$ cat src/rtl/wildcard_pattern_match_defines.svh
// Assertion macros shared by the wildcard pattern matcher RTL.
`ifndef WILDCARD_PATTERN_MATCH_DEFINES_SVH
`define WILDCARD_PATTERN_MATCH_DEFINES_SVH

// Same-cycle implication, checked outside reset.
`define WPM_ASSERT_NOW(label, clk, rst, ante, cons) \
   label: assert property (@(posedge clk) disable iff (rst) (ante) |-> (cons)) \
      else $error("wildcard_pattern_match: check failed");

// Next-cycle implication, checked outside reset.
`define WPM_ASSERT_NEXT(label, clk, rst, ante, cons) \
   label: assert property (@(posedge clk) disable iff (rst) (ante) |=> (cons)) \
      else $error("wildcard_pattern_match: check failed");

`endif

$ cat src/rtl/wpm_pkg.sv
// Types, sizes and codes for the wildcard pattern matcher.
package wpm_pkg;

   localparam int MAX_PATTERN = 32;
   localparam int LEN_W       = $clog2(MAX_PATTERN + 1);
   localparam int IDX_W       = (MAX_PATTERN > 1) ? $clog2(MAX_PATTERN) : 1;
   localparam int NLEV        = $clog2(MAX_PATTERN + 1);

   localparam logic [7:0] STAR_CHAR = 8'h2A;
   localparam logic [7:0] ANY_CHAR  = 8'h3F;

   typedef enum logic [1:0] {
      OP_CLEAR  = 2'd0,
      OP_APPEND = 2'd1,
      OP_TEXT   = 2'd2,
      OP_END    = 2'd3
   } op_type;

   typedef struct packed {
      op_type     op;
      logic [7:0] ch;
   } req_type;

   typedef struct packed {
      logic matched;
      logic pattern_overflow;
   } rsp_type;

   // Stored pattern as seen by the reach logic.
   typedef struct packed {
      logic [LEN_W-1:0]                 len;
      logic [MAX_PATTERN-1:0][7:0]      chars;
   } pat_type;

endpackage

$ cat src/rtl/wpm_reach.sv
// Star closure and per-character reach update for the pattern matcher.
module wpm_reach import wpm_pkg::*; (
   input  pat_type                pat,
   input  logic [MAX_PATTERN:0]   reach,
   input  logic [7:0]             text_ch,
   output logic [MAX_PATTERN:0]   eff,
   output logic [MAX_PATTERN:0]   next_reach
);

   logic [MAX_PATTERN-1:0] active;
   logic [MAX_PATTERN-1:0] is_star;

   always_comb begin
      for (int i = 0; i < MAX_PATTERN; i++) begin
         active[i]  = LEN_W'(i) < pat.len;
         is_star[i] = pat.chars[i] == STAR_CHAR;
      end
   end

   // Closure as a parallel prefix: generate = raw reach, propagate = live star.
   always_comb begin
      logic [MAX_PATTERN:0] g;
      logic [MAX_PATTERN:0] p;
      logic [MAX_PATTERN:0] g_n;
      logic [MAX_PATTERN:0] p_n;
      g    = reach;
      p    = '0;
      for (int j = 1; j <= MAX_PATTERN; j++) begin
         p[j] = is_star[j-1] & active[j-1];
      end
      for (int lv = 0; lv < NLEV; lv++) begin
         g_n = g;
         p_n = p;
         for (int j = (1 << lv); j <= MAX_PATTERN; j++) begin
            g_n[j] = g[j] | (p[j] & g[j - (1 << lv)]);
            p_n[j] = p[j] & p[j - (1 << lv)];
         end
         g = g_n;
         p = p_n;
      end
      eff = g;
   end

   always_comb begin
      next_reach = '0;
      for (int i = 1; i <= MAX_PATTERN; i++) begin
         if (active[i-1]) begin
            if (is_star[i-1]) begin
               next_reach[i] = eff[i];
            end else if (pat.chars[i-1] == ANY_CHAR || pat.chars[i-1] == text_ch) begin
               next_reach[i] = eff[i-1];
            end
         end
      end
   end

endmodule

$ cat src/rtl/wildcard_pattern_match.sv
// Top level of the streaming wildcard pattern matcher.
`include "wildcard_pattern_match_defines.svh"

// Wildcard pattern matcher. A pattern of up to MAX_PATTERN bytes is loaded with
// append transactions ('?' matches any one text byte, '*' any run, including
// none); text bytes are then streamed in and an end-of-text transaction returns
// one response carrying matched and the sticky pattern_overflow flag. Clear,
// append and text transactions return nothing. Clear and append restart the
// text, as does each end of text. Every request is held in the input register,
// where the work is done combinationally, so a transaction is accepted every
// cycle unless the work stage stalls, and an end-of-text result is written
// from there into the response register, which drives rsp_valid. The work
// stage stalls only when an end-of-text result meets a full, stalled response
// register. The critical path is the star closure, a prefix network of
// log2(MAX_PATTERN+1) AND/OR levels, followed by the byte compares.
module wildcard_pattern_match import wpm_pkg::*; (
   input  logic    clock,
   input  logic    reset,
   input  logic    req_valid,
   output logic    req_stall,
   input  req_type req_data,
   output logic    rsp_valid,
   input  logic    rsp_stall,
   output rsp_type rsp_data
);

   // Input register
   logic    in_valid_ff, in_valid_in;
   req_type in_item_ff;

   // Matcher state
   logic [MAX_PATTERN-1:0][7:0] chars_ff;
   logic [LEN_W-1:0]            len_ff, len_in;
   logic [MAX_PATTERN:0]        reach_ff, reach_in;
   logic                        ovf_ff, ovf_in;

   // Response register
   logic    rsp_valid_ff, rsp_valid_in;
   rsp_type rsp_item_ff;

   logic                 out_free;
   logic                 proc_fire;
   logic                 is_end;
   logic                 pat_full;
   logic                 wr_char;
   pat_type              pat;
   logic [MAX_PATTERN:0] eff;
   logic [MAX_PATTERN:0] text_reach;
   logic [MAX_PATTERN:0] restart_reach;

   assign restart_reach = (MAX_PATTERN + 1)'(1);
   assign pat           = '{len: len_ff, chars: chars_ff};
   assign pat_full      = len_ff == LEN_W'(MAX_PATTERN);

   // Only end of text needs the response slot; the rest retire freely.
   assign is_end    = in_item_ff.op == OP_END;
   assign out_free  = !rsp_valid_ff || !rsp_stall;
   assign proc_fire = in_valid_ff && (!is_end || out_free);
   assign req_stall = in_valid_ff && !proc_fire;
   assign in_valid_in = req_stall ? in_valid_ff : req_valid;

   wpm_reach u_reach (
      .pat        (pat),
      .reach      (reach_ff),
      .text_ch    (in_item_ff.ch),
      .eff        (eff),
      .next_reach (text_reach)
   );

   always_comb begin
      len_in   = len_ff;
      reach_in = reach_ff;
      ovf_in   = ovf_ff;
      wr_char  = 1'b0;
      if (proc_fire) begin
         unique case (in_item_ff.op)
            OP_CLEAR: begin
               len_in   = '0;
               ovf_in   = 1'b0;
               reach_in = restart_reach;
            end
            OP_APPEND: begin
               if (pat_full) begin
                  ovf_in = 1'b1;       // byte dropped, stored pattern kept
               end else begin
                  wr_char = 1'b1;
                  len_in  = len_ff + LEN_W'(1);
               end
               reach_in = restart_reach;
            end
            OP_TEXT: begin
               reach_in = text_reach;
            end
            OP_END: begin
               reach_in = restart_reach;
            end
            default: begin
               reach_in = reach_ff;
            end
         endcase
      end
   end

   always_comb begin
      if (proc_fire && is_end) begin
         rsp_valid_in = 1'b1;
      end else if (!rsp_stall) begin
         rsp_valid_in = 1'b0;
      end else begin
         rsp_valid_in = rsp_valid_ff;
      end
   end

   always_ff @(posedge clock) begin
      if (reset) begin
         in_valid_ff  <= 1'b0;
         len_ff       <= '0;
         reach_ff     <= restart_reach;
         ovf_ff       <= 1'b0;
         rsp_valid_ff <= 1'b0;
      end else begin
         in_valid_ff  <= in_valid_in;
         len_ff       <= len_in;
         reach_ff     <= reach_in;
         ovf_ff       <= ovf_in;
         rsp_valid_ff <= rsp_valid_in;
      end
   end

   // Payload registers, no reset
   always_ff @(posedge clock) begin
      if (!req_stall) begin
         in_item_ff <= req_data;
      end
      if (wr_char) begin
         chars_ff[len_ff[IDX_W-1:0]] <= in_item_ff.ch;
      end
      if (proc_fire && is_end) begin
         rsp_item_ff.matched          <= eff[len_ff];
         rsp_item_ff.pattern_overflow <= ovf_ff;
      end
   end

   assign rsp_valid = rsp_valid_ff;
   assign rsp_data  = rsp_item_ff;

   // Checks
   `WPM_ASSERT_NOW(a_len_in_range, clock, reset, 1'b1, len_ff <= LEN_W'(MAX_PATTERN))
   `WPM_ASSERT_NOW(a_ovf_only_full, clock, reset, ovf_ff, pat_full)
   `WPM_ASSERT_NEXT(a_text_clears_root, clock, reset, proc_fire && in_item_ff.op == OP_TEXT, !reach_ff[0])
   `WPM_ASSERT_NEXT(a_held_item_kept, clock, reset, in_valid_ff && req_stall, in_valid_ff)

endmodule
$ cat config.mk
export PLATFORM = sky130hd
export DESIGN_NAME = wildcard_pattern_match
export DESIGN_NICKNAME = d
export VERILOG_FILES = /design/src/rtl/wpm_pkg.sv /design/src/rtl/wpm_reach.sv /design/src/rtl/wildcard_pattern_match.sv
export VERILOG_INCLUDE_DIRS = /design/src /design/src/rtl
export SDC_FILE = /design/constraint.sdc
export NUM_CORES = 1
export LEC_CHECK = 0
export ABC_AREA = 1
export BUFFER_PORTS_ARGS = -buffer_cell sky130_fd_sc_hd__buf_4
export CORE_MARGIN = 3
export CORE_UTILIZATION = 55
export DETAILED_ROUTE_END_ITERATION = 10
export GPL_TIMING_DRIVEN = 0
export PLACE_DENSITY_LB_ADDON = 0.2
export REMOVE_ABC_BUFFERS = 1
export SLEW_MARGIN = 40
export SYNTH_ARGS = -nofsm -noshare
export SYNTH_HDL_FRONTEND = slang
export SYNTH_SLANG_ARGS = --single-unit
$ cat constraint.sdc
create_clock -name clock -period 2.86 [get_ports clock]
set_input_delay 0.572 -clock clock [delete_from_list [all_inputs] [get_ports clock]]
set_output_delay 0.572 -clock clock [all_outputs]
set_load 0.01 [all_outputs]
After elaboration in Yosys (flattened, before gate mapping)
Index checks and enable logic that the tools add are counted.

cells by class
  mux-type cells = 111
  reduce and logical (&&, ||, !) cells = 47
  bitwise gates (word level) = 405
  equal/unequal tests = 103
  $add $sub $neg = 1
  $lt $le $gt $ge = 35

operator list
  cell                                                                           count
  8-bit by 6-bit == test with 1-bit output (second input constant)               64
  1-bit AND                                                                      270
  256-bit bitwise mux                                                            1
  8-bit == test                                                                  32
  1-bit bitwise OR                                                               135
  1-bit two-way mux                                                              103
  5-bit by 6-bit less-than comparator with 1-bit output (first input constant)   16
  33-bit case mux with 2 select lines                                            1
  4-bit by 6-bit less-than comparator with 1-bit output (first input constant)   8
  8-bit demux with 5-bit select                                                  1
  1-bit logical OR                                                               34
  3-bit by 6-bit less-than comparator with 1-bit output (first input constant)   4
  1-bit by 6-bit less-than comparator with 1-bit output (first input constant)   2
  2-bit by 6-bit less-than comparator with 1-bit output (first input constant)   2
  6-bit case mux with 2 select lines                                             1
  8-bit two-way mux                                                              1
  6-bit by 7-bit less-than comparator with 1-bit output (second input constant)  1
  6-bit by 1-bit adder with 6-bit output (second input constant)                 1
  1-bit binary-select mux with 6-bit select                                      1
  6-bit == test (second input constant)                                          1
  5-bit by 6-bit less-than comparator with 1-bit output (second input constant)  1
  6-bit two-way mux                                                              1
  3-bit AND reduction                                                            2
  5-bit by 1-bit >= comparator with 1-bit output (second input constant)         1
  other kinds (10)                                                               18

word-level totals
  input bits = 14
  flip-flop bits (word level) = 310
  output and inout port bits = 4

Logic depth before layout (Yosys ltp)
Gate-level depths: netlist of run 1.

  depth after elaboration = 16
  mapped depth = 24

Hierarchy
A second synthesis of run 1 with hierarchy kept.

unflattened totals
  cell total of the unflattened synthesis = 2425
  area total of the unflattened synthesis = 18898.1 µm²

by module, submodules not included
  module                  area an instance (µm²)  instances  cells each
  wildcard_pattern_match  10623.9                 1          665
  wpm_reach               8274.2                  1          1760

Worst setup path after synthesis of run 1
No wires, ideal clock.

  path kind = reg2reg
  from = register len_ff[0]
  to = register rsp_item_ff (netlist bit rsp_data[1]) (data pin)
  setup time = 0.254 ns
  path slack = 0.006 ns
  stages on the path, launching flop included = 25
  arrival = 2.600 ns
  required time = 2.606 ns
  cells stage by stage = dfxtp_1 -> clkbuf_1 -> inv_1 -> clkbuf_1 -> ha_1 -> clkbuf_1 -> inv_1 -> nand2_1 -> nand2_1 -> nand2_1 -> nor2_1 -> nand2_1 -> nand2_1 -> inv_1 -> nand2_1 -> nand2_1 -> nand2_1 -> nand2_1 -> nand3_1 -> nand3_1 -> nand2_1 -> a21oi_1 -> nand2_1 -> nand2_1 -> nand2_1

on the way
  cells in the longest elaborated chain, start to end = 15
  elaborated cells on any way between the ends = 439
  classes of those cells = order compare (32); mux (2); bitwise (405)

ends and longest elaborated chain
  item                                                   line                           RTL
  start, declared                                        wildcard_pattern_match.sv:33   logic [LEN_W-1:0] len_ff, len_in;
  start signal, assigned                                 wildcard_pattern_match.sv:123  len_ff <= len_in;
  1-bit by 6-bit less-than comparator with 1-bit output  wpm_reach.sv:15                active[i] = LEN_W'(i) < pat.len;
  1-bit AND                                              wpm_reach.sv:29                p[j] = is_star[j-1] & active[j-1];
  1-bit AND                                              wpm_reach.sv:35                g_n[j] = g[j] | (p[j] & g[j - (1 << lv)]);
  1-bit bitwise OR                                       wpm_reach.sv:35
  1-bit AND                                              wpm_reach.sv:35
  1-bit bitwise OR                                       wpm_reach.sv:35
  1-bit AND                                              wpm_reach.sv:35
  1-bit bitwise OR                                       wpm_reach.sv:35
  1-bit AND                                              wpm_reach.sv:35
  1-bit bitwise OR                                       wpm_reach.sv:35
  1-bit AND                                              wpm_reach.sv:35
  1-bit bitwise OR (2 in series)                         wpm_reach.sv:35
  1-bit binary-select mux with 6-bit select *            wildcard_pattern_match.sv:139  rsp_item_ff.matched <= eff[len_ff];
  1-bit two-way mux (implied by the code) *              wildcard_pattern_match.sv:139
  end, declared                                          wildcard_pattern_match.sv:39   rsp_type rsp_item_ff;

Mark *: on every way between the ends. The rest lies on a longest branch, timed or not. The select of a mux whose other input is x is not followed.
A chain may end at the register's enable or synchronous reset.

Worst setup path in the final report of run 1
  from = register len_ff[1]
  to = register chars_ff[230] in the netlist's numbering (enable)

on the way
  cells in the longest elaborated chain, start to end = 4

ends and longest elaborated chain
  item                           line                           RTL
  6-bit == test                  wildcard_pattern_match.sv:53   assign pat_full = len_ff == LEN_W'(MAX_PATTERN);
  1-bit two-way mux              wildcard_pattern_match.sv:83   if (pat_full) begin
  1-bit two-way mux              wildcard_pattern_match.sv:76   unique case (in_item_ff.op)
  1-bit two-way mux              wildcard_pattern_match.sv:75   if (proc_fire) begin
  end signal, assigned by index  wildcard_pattern_match.sv:136  chars_ff[len_ff[IDX_W-1:0]] <= in_item_ff.ch;
  end, declared                  wildcard_pattern_match.sv:32   logic [MAX_PATTERN-1:0][7:0] chars_ff;

Every way passes these cells.

==> results of run 1 <==
## metrics by stage
step / area (sq um) / hold WS (ns) / TNS (ns) / cells
6_report: 21500 / 0.217 / -0.431 / 2863
5_1_grt: 21500 / 0.206 / -3.53 / 2863
4_1_cts: 20800 / 0.203 / 0 / 2840
3_5_place_dp: 19400 / 0.455 / -364.44 / 2762
3_3_place_gp: 18900 / 0.455 / -513.72 / 2724
2_1_floorplan: 18200 / 0.409 / -1.05 / 2265
## cells in the final DEF (no fill, tap or decap), drive strengths merged
master    instances
nand2           687
nor2            300
inv             270
edfxtp          268
nand3           155
nand4           113
xnor2           106
buf              88
a21oi            71
or2              60
clkbuf           46
dfxtp            42
o21ai            36
nor3             23
xor2             22
o2111ai          21
clkinv           19
nor4             16
o41ai            13
o32ai             8
o211ai            7
clkinvlp          6
and2              6
and3              5
ha                5
nor3b             4
a211oi            3
o2111a            3
bufinv            3
o311ai            3
nor4b             2
or4               2
nand3b            2
o21bai            1
nor2b             1
o22ai             1
o221ai            1
a211o             1
o31ai             1
## path summary, 6_finish.rpt
check,endpoint,slack [ns]
min,in_item_ff[0],0.22
max,chars_ff[230],-0.02
min reg2reg,reach_ff[29],0.47
max reg2reg,chars_ff[230],-0.02
## state kept, by name (all words and copies together), names as in the netlist
| name | cells |
|---|---|
| rsp_valid | 1 |
| chars_ff | 256 |
| in_item_ff | 10 |
| len_ff | 6 |
| reach_ff | 33 |
| in_valid_ff | 1 |
| rsp_data | 2 |
| ovf_ff | 1 |
## cell type report
type	instances	area, sq um	area share
Tap cell	442	553	0.0257
Multi-Input combinational cell	1679	8850	0.412
Timing Repair inverter	1	5.00	0.000233
Sequential cell	310	8910	0.415
Clock buffer	44	1000	0.0467
Clock inverter	21	205	0.00955
Inverter	276	1060	0.0495
Timing Repair Buffer	90	898	0.0418
## power breakdown
part / switching [mW] / leakage (nW) / internal (mW)
sequential: 0.0272 / 2.77 / 4.91
clock: 1.86 / 0.593 / 2.79
combinational: 0.376 / 4.82 / 0.211
## cell usage after synthesis, types with 14 or more instances
cell / count
inv_1: 258
nor3_1: 23
nand4_1: 113
xor2_1: 22
o2111ai_1: 21
o21ai_0: 22
edfxtp_1: 268
or2_2: 60
xnor2_1: 106
nand2_1: 679
a21oi_1: 71
nand3_1: 150
inv_2: 14
nor4_1: 16
nor2_1: 285
dfxtp_1: 42
clkbuf_1: 39
## worst register-to-register path, delay by kind of cell, from the launching register on
| kind | cells | cell delay [ns] |
|---|---|---|
| adder cells (fa/ha/maj) | 1 | 0.24 |
| buffers and inverters | 3 | 0.36 |
| flip-flops | 1 | 0.40 |
| AND/OR/NAND/NOR | 5 | 1.49 |
## metal layers
layer	up-vias	global-route usage	routed length (microns)
li1	7880	-	-
met1	7899	0.420	23700
met2	787	0.501	26200
met3	155	0.0561	5330
met4	0	0.119	2090
met5	-	0	0
## what timing repair did
item                       in CTS  in global routing
gates resized for setup        49                126
setup buffers                  12                 22
pin swaps                       3                 14
setup endpoints to repair     295                150
gates cloned                    1                  1
## logic make-up (layout without fill, tap and decap cells)
family          count (synthesis)  count (layout)  synth area share
compound gates                170             170            0.0595
simple gates                 1376            1376             0.326
buf+inv                       337             432            0.0702
fa+ha+maj                       5               5           0.00338
flops                         310             310             0.481
xor+xnor                      128             128            0.0606
==> impl_metrics.py, run 1 <==
metrics = {
    "drt": {
        "wl_microns": 57300,
        "num_vias": 16721,
        "drc": 0,
        "drtPass1Iterations": 5,
        "avgRoutedWirePerCell_microns": 20.0,
        "post_drt_via_cell_ratio": 5.84,
        "final_antenna_net_count": 0,
        "drtIter0Drc": 1842,
    },
    "status": {
        "violations": "negative setup slack",
        "status": "complete, but fails checks",
    },
    "logic_synthesis": {
        "ys.flop_type": "edfxtp_1",
        "synthTopCellsByArea": "edfxtp_1 44%, nand2_1 14%, nor2_1 5.8%",
        "synth-async-reset-ratio": 0,
        "ys_ff_latch": 310,
        "yosysSeqAreaShare": 0.481,
        "synth_top_area_frac": 0.435,
        "synth-edff-count": 268,
        "ys.warnings.count": 0,
        "syn_area_sq_mm": 0.0185,
        "synth_cells": 2326,
        "yosys.area.top_type": "edfxtp_1",
        "post_synth_num_cell_types": 50,
        "syn_avg_cell_area_sq_um": 7.95,
    },
    "place": {
        "place.gp.congestion": 1.03,
        "detailed_place_hpwl_microns": 40600,
        "dp_slack_ns": -1.55,
        "port-buffer-count": 17,
    },
    "sta": {
        "setup_ws_ns": -0.0232,
        "setup_viol": 24,
        "fmax_ghz": 0.347,
        "min_period_over_period": 1.01,
        "fin_crit_ns": 2.88,
        "finalMaxSlewViolations": 0,
        "slew_headroom": 0.409,
        "finalClockSkew_ns": 0.0170,
        "hold_violations": 0,
        "worstMarginPinSlew_ns": 0.885,
        "rsz0062_at_grt": "yes",
    },
    "critical_path": {
        "start_kind": "flop",
        "worstSetupPathType": "flop to flop",
        "worst-path-stages": 9,
        "reg2regPathDepth": 9,
        "cp_data_required_time_ns": 3.02,
        "cp_cell_sequence": "clkinvlp_4 -> ha_4 -> nand2_1 -> nor3_1 -> inv_1 -> nand3_1 -> inv_1 -> nand2_1 -> nor2_1",
        "critPathBufInv": 3,
        "cpLargestDelayFamily": "simple AND/OR/NAND/NOR gates",
        "slowest_stage": "nor2_1",
        "cpPeakStageDelay_ns": 0.72,
        "crit_fanout": 8,
        "worst_ep_arrival_time_ns": 3.04,
        "reg2reg_from": "len_ff[1]",
        "cp-end-kind": "flop",
        "setup.worst_path.start": "len_ff[1]",
    },
    "grt": {
        "grt_max_degree": 46,
        "grt_antenna_before_repair": 1,
        "grt_usage": 0.310,
        "overflow": 0,
        "grt_pass1_vias": 15540,
        "grt_pass1_wl_microns": 85800,
    },
    "cts": {
        "cts-root-buf": "clkbuf_16",
        "cts.path.max_buffers": 3,
        "clk_latency_ns": 0.53,
        "hold_buffers": 0,
        "clk_pin_slew_ns": 0.06,
        "cts_made_buffers": 36,
        "h-tree-depth": 2,
        "cts_sinks": 310,
        "cts_tree": "built",
    },
    "floorplanning": {
        "num_io_pins": 18,
        "initial_core_util": 0.563,
        "die_y_microns": 189,
        "placementRows": 66,
        "coreArea_sq_mm": 0.0329,
        "die_w_microns": 189,
        "die_area_sq_mm": 0.0359,
    },
    "worst_hold_path": {
        "hold_path_startpoint": "req_data[0]",
        "hp-class": "primary input to flop",
        "min_path_cells": 1,
    },
    "pwr": {
        "powerDensity_mw_per_mm2": 473,
        "total_power_mw": 10.2,
        "p_leak_nw": 8.18,
        "ir_drop_v": 0.000533,
    },
    "layout": {
        "fillers": 2731,
        "nets": 2413,
        "area_growth_pct": 16.2,
        "antennaDiodeCount": 0,
        "fin_util": 0.654,
        "drive_above_1_share": 0.162,
    },
    "run": {
        "cap_violations": 0,
    },
}
Note: power is estimated with default switching activity, not from simulation.
==> run 2, diff against run 1 <==
--- a/config.mk
+++ b/config.mk
@@ -9,4 +9,5 @@
 export ABC_AREA = 1
 export BUFFER_PORTS_ARGS = -buffer_cell sky130_fd_sc_hd__buf_4
+export CORE_ASPECT_RATIO = 0.7
 export CORE_MARGIN = 3
 export CORE_UTILIZATION = 55
==> constraint.sdc (replaced) <==
create_clock -name clock -period 2.86 [get_ports clock]
set_input_delay 0.286 -clock clock [delete_from_list [all_inputs] [get_ports clock]]
set_output_delay 0.286 -clock clock [all_outputs]
set_load 0.01 [all_outputs]
==> run 2 against run 1 <==
Combinational power is 2% higher. Core utilization is 0.62 points lower. Hold slack worse by 0.18 ns. Sequential power hardly changed. Cell count is 0.77% lower. Non-clock buffer count is 4 higher. Clock skew is 0.0026 ns lower. The run still ends with negative setup slack left. Critical endpoint is now rsp_data[1]. Worst setup slack worse by 0.11 ns. Flip-flop and latch count stayed put. Largest cell class unchanged. Largest power group unchanged. First-iteration DRC count is 17% higher. Cell area is 1.3% lower.
==> impl_metrics.py, run 2 (synthesized netlist as in run 1, its figures left out) <==
metrics = {
    "sta": {
        "hold_violations": 0,
        "fmax_ghz": 0.334,
        "fin_crit_ns": 2.99,
        "finalClockSkew_ns": 0.0144,
        "slew_headroom": 0.602,
        "worstMarginPinSlew_ns": 0.591,
        "finalSetupTns_ns": -0.133,
        "setup_viol": 1,
        "min_period_over_period": 1.05,
        "finalMaxSlewViolations": 0,
        "rsz0062_at_grt": "yes",
        "holdWs_ns": 0.0387,
        "setup_ws_ns": -0.133,
    },
    "grt": {
        "grt_max_degree": 46,
        "overflow": 0,
        "grt_antenna_before_repair": 1,
        "grt_pass1_vias": 15410,
        "grt_pass1_wl_microns": 89400,
        "grt_usage": 0.323,
    },
    "cts": {
        "cts_tree": "built",
        "clk_latency_ns": 0.59,
        "h-tree-depth": 1,
        "cts.path.max_buffers": 3,
        "clk_pin_slew_ns": 0.07,
        "cts-root-buf": "clkbuf_16",
        "cts_made_buffers": 30,
        "cts_sinks": 310,
    },
    "place": {
        "port-buffer-count": 17,
        "dp_slack_ns": -1.62,
        "place.gp.congestion": 1.03,
        "placed_cell_area_sq_mm": 0.0194,
        "detailed_place_hpwl_microns": 42300,
    },
    "critical_path": {
        "cp-end-kind": "flop",
        "slowest_stage": "dfxtp_4",
        "cpPeakStageDelay_ns": 0.41,
        "worstSetupPathType": "flop to flop",
        "crit_top_cell": "nand2_1",
        "cp_data_required_time_ns": 3.18,
        "r2r_setup_slack_ns": -0.13,
        "reg2reg_from": "len_ff[4]",
        "start_kind": "flop",
        "reg2regPathDepth": 18,
        "regToRegEndpoint": "rsp_data[1]",
        "crit_fanout": 10,
        "worst_ep_arrival_time_ns": 3.31,
        "cp_cell_sequence": "inv_2 -> nand2_2 -> nand2_1 -> nand2_1 -> nand2_1 -> nor2_2 -> nand2_1 -> nand2_1 -> a21oi_1 -> nand3_2 -> nand2_1 -> nand3_1 -> nand2_1 -> nor2_1 -> a21oi_1 -> nand2_1 -> nand2_1 -> nand2_1",
    },
    "floorplanning": {
        "coreArea_sq_mm": 0.0328,
        "num_io_pins": 18,
        "die_y_microns": 159,
        "die_area_sq_mm": 0.0359,
        "placementRows": 55,
        "initial_core_util": 0.565,
        "die_w_microns": 225,
    },
    "pwr": {
        "ir_drop_v": 0.000550,
        "powerDensity_mw_per_mm2": 458,
        "p_leak_nw": 8.10,
    },
    "drt": {
        "drc": 0,
        "post_drt_via_cell_ratio": 5.91,
        "drtPass1Iterations": 6,
        "num_vias": 16782,
        "drtIter0Drc": 2158,
        "final_antenna_net_count": 0,
        "wl_microns": 58800,
        "avgRoutedWirePerCell_microns": 20.7,
    },
    "layout": {
        "final-seq-area_sq_mm": 0.00891,
        "fillers": 2730,
        "most-common-layout-cells": "658 x nand2_1, 268 x edfxtp_1, 247 x inv_1",
        "multi_input_area_sq_mm": 0.00873,
        "drive_above_1_share": 0.148,
        "largest_register_ffs": 256,
        "layout_commonest_cell": "nand2_1",
        "fin_util": 0.648,
        "nets": 2411,
        "fin_area_sq_mm": 0.0212,
        "area_growth_pct": 14.7,
        "antennaDiodeCount": 0,
    },
    "worst_hold_path": {
        "min_path_cells": 5,
        "hp-class": "primary input to flop",
        "min_delay_worst_endpoint": "rsp_valid",
        "hold_path_startpoint": "rsp_stall",
    },
    "status": {
        "violations": "negative setup slack",
        "status": "complete, but fails checks",
    },
    "run": {
        "cap_violations": 0,
    },
}
-- run 2: cell types whose count changed in the layout (fill, tap and decap cells not counted), moves of 5 or more --
cell	before	now
clkinv_1	9	4
nor2_2	55	62
inv_4	1	6
a21oi_2	10	1
a21oi_1	60	70
nand2_1	652	658
clkbuf_16	39	33
nand3_1	136	141
nor2_1	228	223
dlygate4sd3_1	0	11
-- run 2: worst max-delay path, delay by kind of cell, from the launching register on --
family	cells	cell delay, ns
buf+inv	1	0.28
flops	1	0.41
compound gates	2	0.38
simple gates	15	1.66
-- run 2: timing repair --
action                     4_1_cts  5_1_grt
hold endpoints to repair        11        0
setup buffers                   14       13
resized for setup               54       97
setup endpoints to repair      295      151
hold buffers                    11        0
cloned                           1        0
pin swaps                        3        5
-- run 2: where the power goes --
group | internal (mW) | switching [mW]
clock | 2.43 | 1.76
combinational | 0.216 | 0.382
sequential | 4.91 | 0.0280
-- run 2: layer usage --
metal	part of all wire	vias to the layer above	global-route usage	routed length (microns)
li1	-	7872	-	-
met1	0.46	7898	0.500	26900
met2	0.40	892	0.451	23500
met3	0.11	120	0.0776	6660
met4	0.029	0	0.0900	1700
met5	0	-	0	0
-- run 2: layout make-up --
type / count / area share
clock buffers: 41 / 0.0418
clock inverters: 13 / 0.00690
inverters: 276 / 0.0505
multi-input cells: 1679 / 0.412
flip-flops and latches: 310 / 0.420
well taps: 427 / 0.0252
repair buffers: 94 / 0.0437
repair inverters: 1 / 0.000236
-- run 2: metrics by stage --
| step | total power [mW] | std cells |
|---|---|---|
| finish | 9.72 | 2841 |
| floorplan | 5.32 | 2265 |
| detailed placement | 5.58 | 2748 |
| CTS | 9.74 | 2828 |
| global route | 10.0 | 2841 |
| global placement | 5.53 | 2709 |
-- run 2: worst max-delay path by stage --
stage                  startpoint            to  slack (ns)  cells past startpoint
global route            len_ff[4]   rsp_data[1]       -0.18                     14
floorplan           in_item_ff[3]   reach_ff[2]       -0.21                      7
detailed placement      len_ff[0]   rsp_data[1]       -1.62                     19
CTS                     len_ff[1]   rsp_data[1]       -0.08                     19
finish                  len_ff[4]   rsp_data[1]       -0.13                     18
global placement    in_item_ff[3]  reach_ff[20]       -2.92                      8
